==> src/sv/bxds_pkg.sv <==
package bxds_pkg;

    localparam int DEF_MAX_SOURCE_WIDTH  = 4096;
    localparam int DEF_MAX_SOURCE_HEIGHT = 4096;

    localparam int CFG_W     = 13;
    localparam int CFG_IDX_W = 2;
    localparam int CHAN_W    = 8;
    localparam int QUEUE_DEPTH = 4;

    localparam logic [CFG_IDX_W-1:0] REG_SOURCE_WIDTH  = 2'd0;
    localparam logic [CFG_IDX_W-1:0] REG_SOURCE_HEIGHT = 2'd1;
    localparam logic [CFG_IDX_W-1:0] REG_TARGET_WIDTH  = 2'd2;
    localparam logic [CFG_IDX_W-1:0] REG_TARGET_HEIGHT = 2'd3;

    localparam logic [CFG_W-1:0] CFG_RESET = 13'd4096;

    // Status from the setup unit to the pixel front end.
    typedef struct packed {
        logic busy;
        logic restart;
    } setup_stat_t;

endpackage

==> src/sv/bxds_fifo.sv <==
module bxds_fifo
    import bxds_pkg::*;
#(
    parameter int W = 8
)
(
    input  logic         clk,
    input  logic         rst_n,
    input  logic         push,
    input  logic [W-1:0] wdata,
    input  logic         pop,
    output logic [W-1:0] rdata,
    output logic         empty,
    output logic         full
);

    localparam int PTR_W = $clog2(QUEUE_DEPTH);
    localparam int CNT_W = $clog2(QUEUE_DEPTH + 1);

    logic [W-1:0]     buf_reg [QUEUE_DEPTH];
    logic [PTR_W-1:0] wr_reg, rd_reg;
    logic [CNT_W-1:0] cnt_reg;

    assign empty = (cnt_reg == '0);
    assign full  = (cnt_reg == CNT_W'(QUEUE_DEPTH));
    assign rdata = buf_reg[rd_reg];

    always_ff @(posedge clk)
    begin
        if (push)
            buf_reg[wr_reg] <= wdata;
    end

    always_ff @(posedge clk or negedge rst_n)
    begin
        if (!rst_n)
        begin
            wr_reg  <= '0;
            rd_reg  <= '0;
            cnt_reg <= '0;
        end
        else
        begin
            if (push)
                wr_reg <= (32'(wr_reg) == QUEUE_DEPTH - 1) ? '0 : wr_reg + PTR_W'(1);
            if (pop)
                rd_reg <= (32'(rd_reg) == QUEUE_DEPTH - 1) ? '0 : rd_reg + PTR_W'(1);
            if (push && !pop)
                cnt_reg <= cnt_reg + CNT_W'(1);
            else if (pop && !push)
                cnt_reg <= cnt_reg - CNT_W'(1);
        end
    end

endmodule

==> config.mk <==
export PLATFORM = sky130hd
export DESIGN_NAME = bxds_fifo
export DESIGN_NICKNAME = d
export VERILOG_FILES = /design/src/sv/bxds_pkg.sv /design/src/sv/bxds_fifo.sv
export SDC_FILE = /design/constraint.sdc
export NUM_CORES = 1
export LEC_CHECK = 0
export BUFFER_PORTS_ARGS = -buffer_cell sky130_fd_sc_hd__buf_2
export CORE_MARGIN = 5
export CORE_UTILIZATION = 55
export CTS_CLUSTER_DIAMETER = 50
export DETAILED_ROUTE_END_ITERATION = 8
export PLACE_DENSITY = 0.77
export SLEW_MARGIN = 20
export SYNTH_ARGS = -nofsm -noshare
export SYNTH_HDL_FRONTEND = slang
export SYNTH_SLANG_ARGS = --single-unit
==> constraint.sdc <==
create_clock -name clk -period 1.5 [get_ports clk]
set_clock_uncertainty 0.05 [all_clocks]
set_input_delay 0.3 -clock clk [delete_from_list [all_inputs] [get_ports clk]]
set_output_delay 0.3 -clock clk [all_outputs]
set_load 0.01 [all_outputs]
Word-level counts from Yosys, hierarchy flattened
Memories as Yosys holds them, arrays and structs flattened.
Cells that the tools add are included.
- add/sub/neg operators: 4
- $mul: 0
- divide/modulo/power cells: 0
- order comparisons: 0
- eq/ne operators: 3
- shift operators: 0
- muxes and demuxes: 6
- bitwise gates (word level): 0
- reduce and logical (&&, ||, !) cells: 6
- operators by type and width (kind ; count):
    2-to-1 mux 3 bit ; 2
    adder 2 x 1 -> 2 bit (second input constant) ; 2
    == test 2 bit (second input constant) ; 2
    2-to-1 mux 2 bit ; 2
    adder 3 x 1 -> 3 bit (second input constant) ; 1
    == test 3 bit (second input constant) ; 1
    logical NOT 3 bit ; 1
    subtractor 3 x 1 -> 3 bit (second input constant) ; 1
    logical AND 1 bit ; 2
    logical NOT 1 bit ; 2
    2-to-1 mux 1 bit ; 2
    nonzero test 2 bit ; 1
- bits in registers: 7
- bits in latches: 0
- RAM bits: 32
- bits in read-only memories: 0
- input bits: 12
- output and inout bits: 10
- logic and storage cells: 23
- memories: 1
- memory list (name ; depth ; width ; rd ports ; clocked after memory_dff ; wr ports ; line ; RTL):
    buf_reg ; 4 ; 8 ; 1 ; 0 ; 1 ; bxds_fifo.sv:20 ; logic [W-1:0] buf_reg [QUEUE_DEPTH];

Logic depth before layout (Yosys ltp)
- word-level depth: 4
- gate-level depth with buffers: 7
- mapped depth without buffers: 7

Worst setup path after synthesis
Ideal clock, no wire load.
- path kind: input to register
- start: input pop
- end: register cnt_reg[2]
- library setup time: 79 ps
- arrival time: 1286 ps
- data required time: 1371 ps
- setup slack: 85 ps
- stages: 7
- buffers on the path: 0
- cell sequence: inv_1 ha_1 inv_1 fa_1 xor2_1 nor2_1 xor2_1
- word-level cells in the longest chain between the ends: 3
- elaborated cells between the ends (all ways): 5
- those cells by class: mux (1); reduce/logical (4)
- RTL lines (element ; line ; RTL):
    start, declared ; bxds_fifo.sv:11 ; input logic pop,
    logical NOT 1 bit ; bxds_fifo.sv:48 ; if (push && !pop)
    logical AND 1 bit ; bxds_fifo.sv:48 ;
    2-to-1 mux 3 bit / nonzero test 2 bit (equally long branches) ; - ;
    end signal, assigned ; bxds_fifo.sv:49 ; cnt_reg <= cnt_reg + CNT_W'(1);
    end signal, assigned ; bxds_fifo.sv:51 ; cnt_reg <= cnt_reg - CNT_W'(1);
    end, declared ; bxds_fifo.sv:22 ; logic [CNT_W-1:0] cnt_reg;
Parallel ways exist; a longest one is shown, timed or not.
A chain may end at the register's enable or synchronous reset.

Worst setup path after layout
- start: register rd_reg[0]
- end: output rdata[5]
- word-level cells in the longest chain between the ends: 1
- RTL lines (element ; line ; RTL):
    start, declared ; bxds_fifo.sv:21 ; logic [PTR_W-1:0] wr_reg, rd_reg;
    start signal, assigned ; bxds_fifo.sv:47 ; rd_reg <= (32'(rd_reg) == QUEUE_DEPTH - 1) ? '0 : rd_reg + PTR_W'(1);
    memory (4 x 8 bit) ; - ;
    end, declared ; bxds_fifo.sv:12 ; output logic [W-1:0] rdata,
Every way passes these cells.

==> results.sh <==
export IMPL_layout_commonest_cell="edfxtp_1"
export IMPL_dpl_cell_count=139
export IMPL_timing_fmax_ghz=0.531
export IMPL_drt_iter0_drc=23
export IMPL_num_rows=19
export IMPL_violations="negative setup slack"
export IMPL_drive_above_1_share=0.466
export IMPL_synth_cells=79
export IMPL_place_gp_congestion=0.766
export IMPL_final_cell_mix="32 x edfxtp_1, 14 x buf_2, 11 x buf_4, 8 x mux4_2, 7 x buf_6"
export IMPL_ant_nets=0
export IMPL_numCtsBuffers=5
export IMPL_netlist_top_cells_area="edfxtp_1 61%, mux4_2 11%, dfrtp_1 11%, ha_1 4.8%, mux2_2 2.2%"
export IMPL_largest_reg_flops=32
export IMPL_clkTransAtPathRegs_ps=110
export IMPL_dpl_instance_area_um2=1790
export IMPL_outcome="finished with violations"
export IMPL_port_buffers=21
export IMPL_grt_max_degree=12
export IMPL_cp_required_ps=1150
export IMPL_p_per_area_nw_per_um2=1760
export IMPL_timing_critical_path_arrival_ps=1530
export IMPL_crit_family="multiplexers"
export IMPL_stdcell_count=149
export IMPL_leakage_nw=0.746
export IMPL_die_y_um=63.4
export IMPL_dieArea_um2=4020
export IMPL_boundaryPins=22
export IMPL_area_delta_synth_final_pct=22.0
export IMPL_rsz0062_at_grt="yes"
export IMPL_htree_levels=2
export IMPL_synth_area_um2=1570
export IMPL_grt_pass1_wl_mm=4.42
export IMPL_min_period_ps=1880
export IMPL_drc=0
export IMPL_hold_viol=0
export IMPL_antenna_found_initial=0
export IMPL_cp_depth=3
export IMPL_worstPathCellList="buf_12, mux4_2, buf_6"
export IMPL_r2r_cells=4
export IMPL_multi_input_area_um2=412
export IMPL_clockRootBuffer="clkbuf_4"
export IMPL_start_util=0.569
export IMPL_whs_ps=117
export IMPL_drt_pass1_iterations=4
export IMPL_clock_sinks=39
export IMPL_clock_path_buffers=2
export IMPL_core_um2=2760
export IMPL_synth_seq_area_share=0.724
export IMPL_crit_slowest_cell="mux4_2"
export IMPL_vias=818
export IMPL_slew_violations=0
export IMPL_drv_cap=0
export IMPL_cp_start_kind="flip-flop"
export IMPL_seqCellArea_um2=1140
export IMPL_design_area_um2=1920
export IMPL_setup_violations_final=8
export IMPL_fin_crit_sh=1.26
export IMPL_clk_latency_ps=340
export IMPL_nFillCells=191
export IMPL_fp_dieW_um=63.4
export IMPL_syn_area_per_cell_um2=19.9
export IMPL_p_total_mw=3.37
export IMPL_synth_area_leader_cell="edfxtp_1"
export IMPL_min_path_cells=1
export IMPL_cts_tree="built"
export IMPL_ir_drop_v=0.00181
export IMPL_crit_buf_inv=2
export IMPL_grt_usage=0.156
export IMPL_antennaDiodeCount=0
export IMPL_place_ws_ps=-98.2
export IMPL_slowest_delay_ps=520
export IMPL_cp_max_fo=9
export IMPL_fin_nets=137
export IMPL_criticalPathCategory="reg -> out"
export IMPL_synthesis_nets=98
export IMPL_routed_wl_mm=2.58
export IMPL_dp_hpwl_mm=1.82
export IMPL_cp_end_kind="primary output"
export IMPL_synth_seq_cells=39
export IMPL_yosysTopAreaCellShare=0.612
export IMPL_slew_headroom=0.709
export IMPL_grt_overflow=0
export IMPL_min_path_type="in -> reg"
export IMPL_routedWlPerCell_um=17.3
export IMPL_worst_pin_slew_ps=437
export IMPL_vias_per_cell=5.49
export IMPL_timing_final_ws_setup_ps=-383
export IMPL_yosys_warnings=0
export IMPL_first_global_vias=900
export IMPL_ys_types=18
==> synthesized netlist by cell type <==
master,count
o21ai_0,2
nand2_1,1
nand3_1,1
mux2_2,3
ha_1,6
fa_1,1
edfxtp_1,32
xor2_1,2
buf_2,1
nor3_1,1
mux4_2,8
dfrtp_1,7
nor2_1,2
nor3b_1,1
inv_1,5
xnor2_1,1
and2_1,4
buf_6,1
==> metrics by stage <==
stage                     TNS (ps)   util
after floorplan                  0      -
after global placement       -81.6  0.647
after detailed placement      -243  0.647
after CTS                    -3220  0.681
after global routing         -3620  0.695
final                        -3000  0.695
==> area by class of cell <==
| class | count | area share |
|---|---|---|
| multi-input combinational | 33 | 0.215 |
| inverter | 5 | 0.00980 |
| timing repair buffer | 34 | 0.137 |
| tap | 31 | 0.0202 |
| clock buffer | 5 | 0.0196 |
| sequential | 39 | 0.594 |
| clock inverter | 2 | 0.00457 |
==> path summary, 6_finish.rpt <==
kind | from | to | slack (ps)
max in group asynchronous | rst_n | cnt_reg[0]$_DFFE_PN0P_ | 980
hold reg to reg | cnt_reg[0]$_DFFE_PN0P_ | cnt_reg[0]$_DFFE_PN0P_ | 490
setup / recovery | rd_reg[0]$_DFFE_PN0P_ | rdata[5] | -380
setup reg to reg | cnt_reg[1]$_DFFE_PN0P_ | cnt_reg[2]$_DFFE_PN0P_ | 110
hold / removal | wdata[7] | buf_reg[1][7]$_DFFE_PP_ | 120
min in group asynchronous | rst_n | wr_reg[1]$_DFFE_PN0P_ | 260
==> logic make-up after synthesis <==
family | synth area share
fa+ha+maj | 0.0606
compound gates | 0.00637
xor+xnor | 0.0167
mux | 0.136
buf+inv | 0.0223
flops | 0.724
simple gates | 0.0343
==> report_power, final <==
| part | internal, mW | switching (mW) |
|---|---|---|
| registers | 1.43 | 0.176 |
| logic | 0.765 | 0.521 |
| clock network | 0.166 | 0.318 |
| total | 2.36 | 1.02 |
==> per-layer routing <==
layer | up-vias | share of wire | GRT usage | wire, µm
li1 | 379 | - | - | -
met1 | 412 | 0.40 | 0.177 | 1020
met2 | 19 | 0.53 | 0.251 | 1360
met3 | 8 | 0.046 | 0.0480 | 120
met4 | 0 | 0.031 | 0.101 | 81
met5 | - | 0 | 0 | 0
==> timing repair <==
action / 4_1_cts / 5_1_grt
hold buffers: 1 / 0
buffers inserted: 1 / 1
endpoints found under the setup margin: 9 / 11
hold endpoints to repair: 7 / 0
pin swaps: 0 / 4
resized for setup: 5 / 7
(Power assumes the default switching activity.)
