$ cat src/sv/bxds_pkg.sv
package bxds_pkg;

    localparam int DEF_MAX_SOURCE_WIDTH  = 4096;
    localparam int DEF_MAX_SOURCE_HEIGHT = 4096;

    localparam int CFG_W     = 13;
    localparam int CFG_IDX_W = 2;
    localparam int CHAN_W    = 8;
    localparam int QUEUE_DEPTH = 4;

    localparam logic [CFG_IDX_W-1:0] REG_SOURCE_WIDTH  = 2'd0;
    localparam logic [CFG_IDX_W-1:0] REG_SOURCE_HEIGHT = 2'd1;
    localparam logic [CFG_IDX_W-1:0] REG_TARGET_WIDTH  = 2'd2;
    localparam logic [CFG_IDX_W-1:0] REG_TARGET_HEIGHT = 2'd3;

    localparam logic [CFG_W-1:0] CFG_RESET = 13'd4096;

    // Status from the setup unit to the pixel front end.
    typedef struct packed {
        logic busy;
        logic restart;
    } setup_stat_t;

endpackage

$ cat src/sv/bxds_back.sv
module bxds_back
    import bxds_pkg::*;
#(
    parameter int MAX_SOURCE_WIDTH  = DEF_MAX_SOURCE_WIDTH,
    parameter int MAX_SOURCE_HEIGHT = DEF_MAX_SOURCE_HEIGHT,
    localparam int XW = $clog2(MAX_SOURCE_WIDTH + 1),
    localparam int YW = $clog2(MAX_SOURCE_HEIGHT + 1),
    localparam int SW = XW + YW + CHAN_W,
    localparam int PW = 4 * SW + XW + YW + 1
)
(
    input  logic                clk,
    input  logic                rst_n,
    input  logic                q_empty,
    input  logic [PW-1:0]       q_data,
    output logic                q_pop,
    output logic                m_tvalid,
    input  logic                m_tready,
    output logic [4*CHAN_W-1:0] m_tdata,
    output logic                m_tlast
);

    localparam logic [1:0] ST_IDLE = 2'd0;
    localparam logic [1:0] ST_MUL  = 2'd1;
    localparam logic [1:0] ST_DIV  = 2'd2;
    localparam logic [1:0] ST_OUT  = 2'd3;

    logic [1:0]          state_reg;
    logic [PW-1:0]       job_reg;
    logic [4*SW-1:0]     rem_reg;
    logic [SW-1:0]       div_reg;
    logic [4*CHAN_W-1:0] quo_reg;
    logic [2:0]          step_reg;
    logic [XW+YW-1:0]    area;

    assign q_pop = (state_reg == ST_IDLE) && !q_empty;
    assign area  = job_reg[4*SW +: XW] * job_reg[4*SW+XW +: YW];

    always_ff @(posedge clk)
    begin
        if (q_pop)
            job_reg <= q_data;
        if (state_reg == ST_MUL)
        begin
            rem_reg <= job_reg[4*SW-1:0];
            div_reg <= SW'(area) << (CHAN_W - 1);
        end
        else if (state_reg == ST_DIV)
        begin
            // one quotient bit per channel, high bit first
            for (int c = 0; c < 4; c++)
            begin
                if (rem_reg[c*SW +: SW] >= div_reg)
                begin
                    rem_reg[c*SW +: SW] <= rem_reg[c*SW +: SW] - div_reg;
                    quo_reg[c*CHAN_W +: CHAN_W] <=
                        {quo_reg[c*CHAN_W +: CHAN_W-1], 1'b1};
                end
                else
                begin
                    quo_reg[c*CHAN_W +: CHAN_W] <=
                        {quo_reg[c*CHAN_W +: CHAN_W-1], 1'b0};
                end
            end
            div_reg <= div_reg >> 1;
        end
    end

    always_ff @(posedge clk or negedge rst_n)
    begin
        if (!rst_n)
        begin
            state_reg <= ST_IDLE;
            step_reg  <= '0;
        end
        else
        begin
            case (state_reg)
                ST_IDLE:
                    if (q_pop)
                        state_reg <= ST_MUL;
                ST_MUL:
                begin
                    step_reg  <= 3'(CHAN_W - 1);
                    state_reg <= ST_DIV;
                end
                ST_DIV:
                begin
                    step_reg <= step_reg - 3'd1;
                    if (step_reg == '0)
                        state_reg <= ST_OUT;
                end
                ST_OUT:
                    if (m_tready)
                        state_reg <= ST_IDLE;
                default:
                    state_reg <= ST_IDLE;
            endcase
        end
    end

    assign m_tvalid = (state_reg == ST_OUT);
    assign m_tdata  = quo_reg;
    assign m_tlast  = job_reg[PW-1];

    a_pop_only_idle: assert property (@(posedge clk) disable iff (!rst_n)
        q_pop |=> (state_reg == ST_MUL))
        else $error("queue pop without starting a job");
    a_div_len: assert property (@(posedge clk) disable iff (!rst_n)
        (state_reg == ST_MUL) |=> (state_reg == ST_DIV && step_reg == 3'(CHAN_W - 1)))
        else $error("divide did not start with full step count");

endmodule

$ cat config.mk
export PLATFORM = sky130hd
export DESIGN_NAME = bxds_back
export DESIGN_NICKNAME = d
export VERILOG_FILES = /design/src/sv/bxds_pkg.sv /design/src/sv/bxds_back.sv
export SDC_FILE = /design/constraint.sdc
export NUM_CORES = 1
export LEC_CHECK = 0
export ABC_AREA = 1
export BUFFER_PORTS_ARGS = -buffer_cell sky130_fd_sc_hd__buf_2
export CAP_MARGIN = 40
export CORE_UTILIZATION = 40
export CTS_CLUSTER_DIAMETER = 40
export DETAILED_ROUTE_END_ITERATION = 8
export PLACE_DENSITY_LB_ADDON = 0.25
export SLEW_MARGIN = 20
export SYNTH_ARGS = -nofsm -noshare
export SYNTH_HDL_FRONTEND = slang
export SYNTH_SLANG_ARGS = --single-unit
$ cat constraint.sdc
create_clock -name clk -period 17 [get_ports clk]
set_input_delay 1.7 -clock clk [delete_from_list [all_inputs] [get_ports clk]]
set_output_delay 1.7 -clock clk [all_outputs]
set_load 0.05 [all_outputs]
Word level (Yosys, flattened, before mapping)

Cells that the tools add are included.

Bits of input ports: 167
Word-level logic and storage cells: 59
Flip-flop bits (word level): 369

Multiply operators: 1
Order comparisons: 4
Add/subtract/negate cells: 5
Mux-type cells: 17
Eq/ne operators: 6
Reductions and logical operators: 15
Bitwise gates (word level): 1

Operator list:

| operator            | number |
|---|---|
| $mux 136            | 2 |
| $ge 34x33->1        | 4 |
| $mux 34             | 4 |
| $sub 34x33->34      | 4 |
| $mux 33             | 2 |
| $mul 13x13->26      | 1 |
| $reduce_and 2->1    | 5 |
| $reduce_bool 2->1   | 5 |
| $pmux 2 s4          | 1 |
| $mux 2              | 3 |
| $pmux 3 s2          | 1 |
| $eq 2x2->1 const B  | 2 |
| $mux 1              | 4 |
| $ne 2x1->1 const B  | 2 |
| $logic_not 3->1     | 1 |
| $reduce_and 3->1    | 1 |
| $sub 3x1->3 const B | 1 |
| $eq 2x1->1 const B  | 1 |
| $logic_not 2->1     | 1 |
| $ne 2x2->1 const B  | 1 |
| $logic_and 1x1->1   | 1 |
| $logic_not 1->1     | 1 |
| $not 1->1           | 1 |

Longest topological paths before layout

Gate-level depths: netlist of run 1.

Depth after elaboration: 4
Mapped depth: 24
Gate-level depth less buffers: 23

Least setup slack after synthesis of run 1

OpenSTA, ideal clock, no wires.

Path kind: input to output
Start: input q_empty
End: output q_pop
Cell stages on the path: 1
Buffers on the path: 0
Data arrival time: 9014 ps
Setup slack: 6286 ps
Path through: nor2_1

Word-level cells in the longest chain between the ends: 2

RTL lines:

| element           | RTL line        | source |
|---|---|---|
| start, declared   | bxds_back.sv:14 | `input logic q_empty,` |
| $logic_not 1->1   | bxds_back.sv:36 | `assign q_pop = (state_reg == ST_IDLE) && !q_empty;` |
| $logic_and 1x1->1 | bxds_back.sv:36 |  |
| end, declared     | bxds_back.sv:16 | `output logic q_pop,` |

No other way between the ends.

Worst setup path after layout of run 1

Start: register job_reg[141]
End: register div_reg[22] (data pin)

Word-level cells in the longest chain between the ends: 2

RTL lines:

| element                | RTL line        | source |
|---|---|---|
| start, declared        | bxds_back.sv:29 | `logic [PW-1:0] job_reg;` |
| start signal, assigned | bxds_back.sv:42 | `job_reg <= q_data;` |
| $mul 13x13->26         | bxds_back.sv:37 | `assign area = job_reg[4*SW +: XW] * job_reg[4*SW+XW +: YW];` |
| $mux 33                | bxds_back.sv:43 | `if (state_reg == ST_MUL)` |
| end signal, assigned   | bxds_back.sv:46 | `div_reg <= SW'(area) << (CHAN_W - 1);` |
| end signal, assigned   | bxds_back.sv:65 | `div_reg <= div_reg >> 1;` |
| end, declared          | bxds_back.sv:31 | `logic [SW-1:0] div_reg;` |

No other way between the ends.
A chain may end at the register's enable or synchronous reset.

==> results.yml, run 1 <==
clock_network:
  clk_latency_ns: 0.62
  cts_setup_buffers: 0
  clkTransAtPathRegs_ns: 0.05
  clk_path_buf_depth: 3
  cts_hold_buf: 0
  clockRootBuffer: "clkbuf_16"
  cts_resized: 0
  htree_num_levels: 3
  cts.sink_count: 369
  cts_tree: "built"
  tritoncts.num_buffers: 75
detailed_routing:
  dr.pass1.iters: 5
  ant_nets: 0
  wl_per_cell_um: 17.4
  first_iter_violations: 1927
  wirelength_um: 84600
  drc: 0
  routed_via_density: 4.95
  via_count: 24002
floorplan:
  core_mm2: 0.0703
  start_util: 0.405
  ios: 202
  die_h_um: 269
  rows: 97
  die_w_um: 269
  dieArea_mm2: 0.0722
setup_path:
  crit_path_max_incr_delay_ns: 0.62
  reg2reg_depth: 23
  rr_startpoint: "job_reg[141]"
  r2r_end: "div_reg[22]"
  crit_start: "job_reg[141]"
  crit_end: "div_reg[22]"
  worstSetupPathType: "reg -> reg"
  endpoint_kind: "flop"
  crit_required_ns: 17.35
  crit_top_cell: "nand2_1"
  cp_cell_sequence: "nand2_1 -> inv_1 -> fa_1 -> inv_1 -> fa_1 -> inv_1 -> fa_1 -> inv_1 -> fa_1 -> fa_1 -> inv_1 -> ha_1 -> nand2_1 -> inv_1 -> nand2_1 -> nand2_1 -> nand3_1 -> nand2_1 -> nand2_1 -> nand2_1 -> nand2_1 -> nand3_1 -> nand2_1"
  rrSetupSlack_ns: 11.76
  crit_slowest_cell: "edfxtp_1"
  cp_num_buf_inv: 6
  cp_num_cells: 23
  arrival_ns: 5.59
  crit_path_start_kind: "flop"
  crit_family: "adder cells"
  path_max_fanout: 13
logic_synthesis:
  syn_nets: 4126
  ys.flop_type: "edfxtp_1"
  synth_top_area_frac: 0.377
  synthTopCellsByArea: "edfxtp_1 (38%), nand2_1 (16%), ha_1 (9.2%), fa_1 (8.8%), inv_1 (8.3%)"
  yosysWarnings: 0
  synth-seq-cells: 369
  syn_inst: 3624
  yosys.area.top_type: "edfxtp_1"
  syn_area_mm2: 0.0285
  synth.distinct_cells: 38
  synth-seq-area-share: 0.386
  synth_edf_count: 357
  async_flop_share: 0.0136
  postSynthAreaPerCell_um2: 7.85
timing:
  setup_violations: 0
  worst_slew_pin_slew_ns: 0.777
  fin_crit_sh: 0.308
  fin_crit_ns: 5.24
  rsz0062_at_grt: "no"
  relSlewSlack: 0.482
  slew_violations: 0
  setup_tns_ns: 0
  hold_viol_final: 0
  finalClockSkew_ns: 0.0309
  max_freq_mhz: 191
final_layout:
  drive_gt1_frac: 0.0989
  areaGrowthSynthToFinish_pct: 16.0
  finalNetCount: 4358
  largest_reg_flops: 163
  diodes: 0
  nFillCells: 6991
global_route:
  grt_pass1_wl_um: 131000
  grt.total_usage: 0.239
  grt_max_degree: 81
  antenna_found_initial: 5
  grt_pass1_vias: 23494
  gr-total-overflow: 0
placed_design:
  dpl.hpwl_um: 65400
  port_buffers: 201
  place_congestion: 0.947
worst_hold_path:
  holdCritPathClass: "reg -> reg"
run:
  maxCapViolCount: 0
outcome:
  status: "complete, no violations"
layout make-up:
cell class                 count  area [um2]  area share
clock buffer                  83        1930      0.0584
clock inverter                51         520      0.0158
inverter                     633        2380      0.0720
multi-input combinational   2561       14900       0.450
sequential                   369       11000       0.333
tap                          940        1180      0.0356
timing repair buffer         216        1160      0.0351
cells by family after synthesis:
logic type | synth area share
flops | 0.386
buf+inv | 0.0921
fa+ha+maj | 0.180
simple gates | 0.264
compound gates | 0.0697
xor+xnor | 0.00769
routing by layer:
layer | routed length (um) | GRT usage
met1 | 38100 | 0.321
met2 | 38200 | 0.387
met3 | 4760 | 0.0379
met4 | 3500 | 0.0954
met5 | 13 | 0
worst min path at each step:
| stage | from | to | slack [ns] | cells past startpoint |
|---|---|---|---|---|
| final | m_tdata[25] | m_tdata[26] | 0.44 | 0 |
| after global routing | m_tdata[25] | m_tdata[26] | 0.46 | 0 |
| after CTS | m_tdata[25] | m_tdata[26] | 0.44 | 0 |
| after detailed placement | m_tdata[27] | m_tdata[28] | 0.43 | 0 |
| after global placement | m_tdata[26] | m_tdata[27] | 0.42 | 0 |
| after floorplan | step_reg[0] | step_reg[0] | 0.46 | 1 |
stage by stage:
step                      instances  hold WS [ns]   util  setup slack (ns)  area (um2)
after floorplan                3624         0.461      -              6.29       28500
after global placement         4717         0.425  0.434             11.80       30500
after detailed placement       4718         0.429  0.435             11.78       30500
after CTS                      4852         0.441  0.469             11.76       33000
after global routing           4853         0.456  0.470             11.36       33000
final                          4853         0.440  0.470             11.76       33000
cell usage after synthesis, drive strengths merged, types with 4 or more instances:
| master | count |
|---|---|
| nand3b | 28 |
| inv | 633 |
| o22ai | 4 |
| nor3 | 43 |
| clkbuf | 38 |
| dfrtp | 5 |
| o21ai | 149 |
| fa | 125 |
| nand3 | 216 |
| nand2 | 1235 |
| xnor2 | 22 |
| buf | 23 |
| o21a | 7 |
| edfxtp | 357 |
| a21boi | 9 |
| nand4 | 21 |
| dfxtp | 7 |
| or2 | 37 |
| a21oi | 181 |
| o21bai | 16 |
| nor2 | 246 |
| ha | 210 |
placed cells by master, fill, tap and decap left out, types with 6 or more instances in the layout:
master / Yosys / final
a21boi_0: 8 / 8
a21oi_1: 179 / 179
buf_2: 13 / 201
buf_4: 0 / 13
bufinv_16: 0 / 7
clkbuf_1: 38 / 7
clkbuf_16: 0 / 76
clkinv_1: 0 / 14
clkinv_2: 0 / 7
clkinvlp_4: 0 / 10
dfxtp_1: 7 / 7
edfxtp_1: 357 / 357
fa_1: 125 / 125
ha_1: 210 / 208
inv_1: 632 / 630
inv_6: 0 / 7
nand2_1: 1226 / 1226
nand2_2: 9 / 9
nand3_1: 207 / 207
nand3_2: 9 / 9
nand3b_1: 28 / 28
nand4_1: 21 / 21
nor2_1: 240 / 239
nor2_2: 6 / 6
nor3_1: 43 / 43
o21a_1: 7 / 7
o21ai_0: 139 / 139
o21ai_1: 10 / 10
o21bai_1: 16 / 16
or2_1: 11 / 11
or2_2: 26 / 26
xnor2_1: 22 / 22
Power of run 1 is left out: the tool's default activity adds up to more than one toggle a clock period on the data nets, which glitch-free logic cannot reach.
==> run 2, diff against run 1 <==
Settings changed: ABC_AREA 1 to 0.
Clock period 17 ns to 5 ns, I/O delays scaled along.
==> results.yml, run 2 <==
logic_synthesis:
  synth_top_area_frac: 0.417
  synth_common_cells: "edfxtp_1 (357), nand2_1 (325), inv_1 (264)"
  syn_nets: 2976
  yosysWarnings: 0
  synth_edf_count: 357
  yosys.area.top_type: "edfxtp_1"
  syn_area_mm2: 0.0257
  synth.most_common_cell: "edfxtp_1"
  synth-seq-area-share: 0.428
  synth-seq-cells: 369
  syn_inst: 2474
  synth.distinct_cells: 77
  postSynthAreaPerCell_um2: 10.4
  async_flop_share: 0.0136
  synthTopCellsByArea: "edfxtp_1 (42%), ha_1 (10%), fa_1 (9.7%), nand2_1 (4.7%), inv_1 (3.9%)"
  ys.flop_type: "edfxtp_1"
final_layout:
  drive_gt1_frac: 0.199
  diodes: 0
  largest_reg_flops: 163
  areaGrowthSynthToFinish_pct: 22.4
  post-route-util: 0.497
  finalNetCount: 3295
  layout_common_cells: "edfxtp_1 (357), nand2_1 (323), inv_1 (250), buf_2 (201), ha_1 (194)"
  mostFrequentLayoutCell: "edfxtp_1"
setup_path:
  crit_required_ns: 5.33
  worstSetupPathType: "reg -> reg"
  rrSetupSlack_ns: -0.37
  reg2reg_depth: 21
  arrival_ns: 5.70
  r2r_end: "div_reg[31]"
  rr_startpoint: "job_reg[151]"
  path_max_fanout: 6
  crit_path_start_kind: "flop"
  endpoint_kind: "flop"
placed_design:
  port_buffers: 201
  place_congestion: 0.909
  place_ws_ns: -0.598
  dpl.hpwl_um: 52600
timing:
  hold_viol_final: 0
  rsz0062_at_grt: "yes"
  layout_setup_ws_ns: -0.371
  hold_slack_ns: 0.0578
  fin_crit_ns: 5.37
  setup_violations: 15
  worst_slew_pin_slew_ns: 0.844
  max_freq_mhz: 186
  slew_violations: 0
  fin_crit_sh: 1.07
  finalClockSkew_ns: 0.0255
  relSlewSlack: 0.438
detailed_routing:
  wirelength_um: 70700
  wl_per_cell_um: 19.1
  dr.pass1.iters: 7
  ant_nets: 0
  routed_via_density: 5.22
  via_count: 19314
  first_iter_violations: 1321
  drc: 0
outcome:
  violations: "negative setup slack"
  status: "complete, but fails checks"
floorplan:
  ios: 202
  core_mm2: 0.0633
  start_util: 0.406
  die_h_um: 255
  rows: 92
  dieArea_mm2: 0.0653
  die_w_um: 255
global_route:
  grt_max_degree: 139
  grt_pass1_vias: 20000
  gr-total-overflow: 0
  grt_pass1_wl_um: 111000
  grt.total_usage: 0.217
  antenna_found_initial: 1
clock_network:
  htree_num_levels: 3
  tritoncts.num_buffers: 73
  cts.sink_count: 369
  clk_latency_ns: 0.61
  clkTransAtPathRegs_ns: 0.05
  clockRootBuffer: "clkbuf_16"
  cts_tree: "built"
  clk_path_buf_depth: 3
worst_hold_path:
  min-delay-start: "q_data[92]"
  holdCritPathClass: "in -> reg"
  hold_depth: 1
  worstHoldEndpoint: "job_reg[92]"
run:
  maxCapViolCount: 0
run 2: cell types whose count changed after synthesis, moves of 56 or more:
cell	change
nor2_1	-160
nand2_1	-901
and2_1	+91
nand3_1	-176
inv_1	-368
o21ai_0	+56
xor2_1	+61
a21o_1	+89
run 2: how the worst max path moves through the flow:
stage / startpoint / end / cells past startpoint
floorplan: job_reg[152] / div_reg[31] / 22
global placement: job_reg[151] / div_reg[31] / 21
detailed placement: job_reg[151] / div_reg[31] / 21
CTS: job_reg[150] / div_reg[31] / 21
global route: job_reg[138] / div_reg[31] / 21
finish: job_reg[151] / div_reg[31] / 21
run 2: cells by family after synthesis:
| group | synth area share |
|---|---|
| AO/OA/AOI/OAI | 0.149 |
| multiplexers | 0.00482 |
| AND/OR/NAND/NOR | 0.119 |
| XOR/XNOR | 0.0457 |
| adder cells (fa/ha/maj) | 0.200 |
| buffers and inverters | 0.0542 |
| flip-flops | 0.428 |
run 2: layer usage:
metal | track usage | part of all wire
met5 | 0 | 0
met4 | 0.0787 | 0.032
met3 | 0.0342 | 0.040
met1 | 0.282 | 0.45
met2 | 0.366 | 0.48
run 2: repair_timing:
| item | CTS | global route |
|---|---|---|
| hold endpoints to repair | 5 | 0 |
| pin swaps | 64 | 18 |
| setup endpoints to repair | 15 | 17 |
| gates resized for setup | 64 | 39 |
| hold buffers | 1 | 0 |
| buffers inserted | 25 | 5 |
run 2: area by class of cell:
class	count	area (um2)
fillers	5762	31900
well taps	846	1060
clock inverters	49	528
flip-flops and latches	369	11000
clock buffers	84	1940
repair buffers	335	2200
inverters	264	991
multi-input cells	1750	13800
run 2: critical path, cell delays in order (launching register included):
cell	delay, ns
edfxtp_1	0.51
and2_4	0.20
fa_1	0.50
inv_1	0.05
fa_1	0.49
inv_2	0.04
fa_1	0.47
fa_1	0.51
inv_1	0.05
fa_1	0.51
inv_2	0.05
ha_4	0.22
a21o_1	0.16
a21o_1	0.16
a21oi_2	0.15
a21boi_4	0.21
a21oi_2	0.09
o221ai_2	0.21
a21oi_2	0.09
a21oi_2	0.16
xor2_1	0.17
o21ai_1	0.07
run 2: through the flow:
stage          instances  TNS, ns  area, um2
2_1_floorplan       2474    -1.23      25800
3_3_place_gp        3534    -3.73      28300
3_5_place_dp        3534    -5.13      28300
4_1_cts             3693    -2.74      31300
5_1_grt             3697    -6.17      31500
6_report            3697    -3.31      31500
Power of run 2 is left out for the same reason.
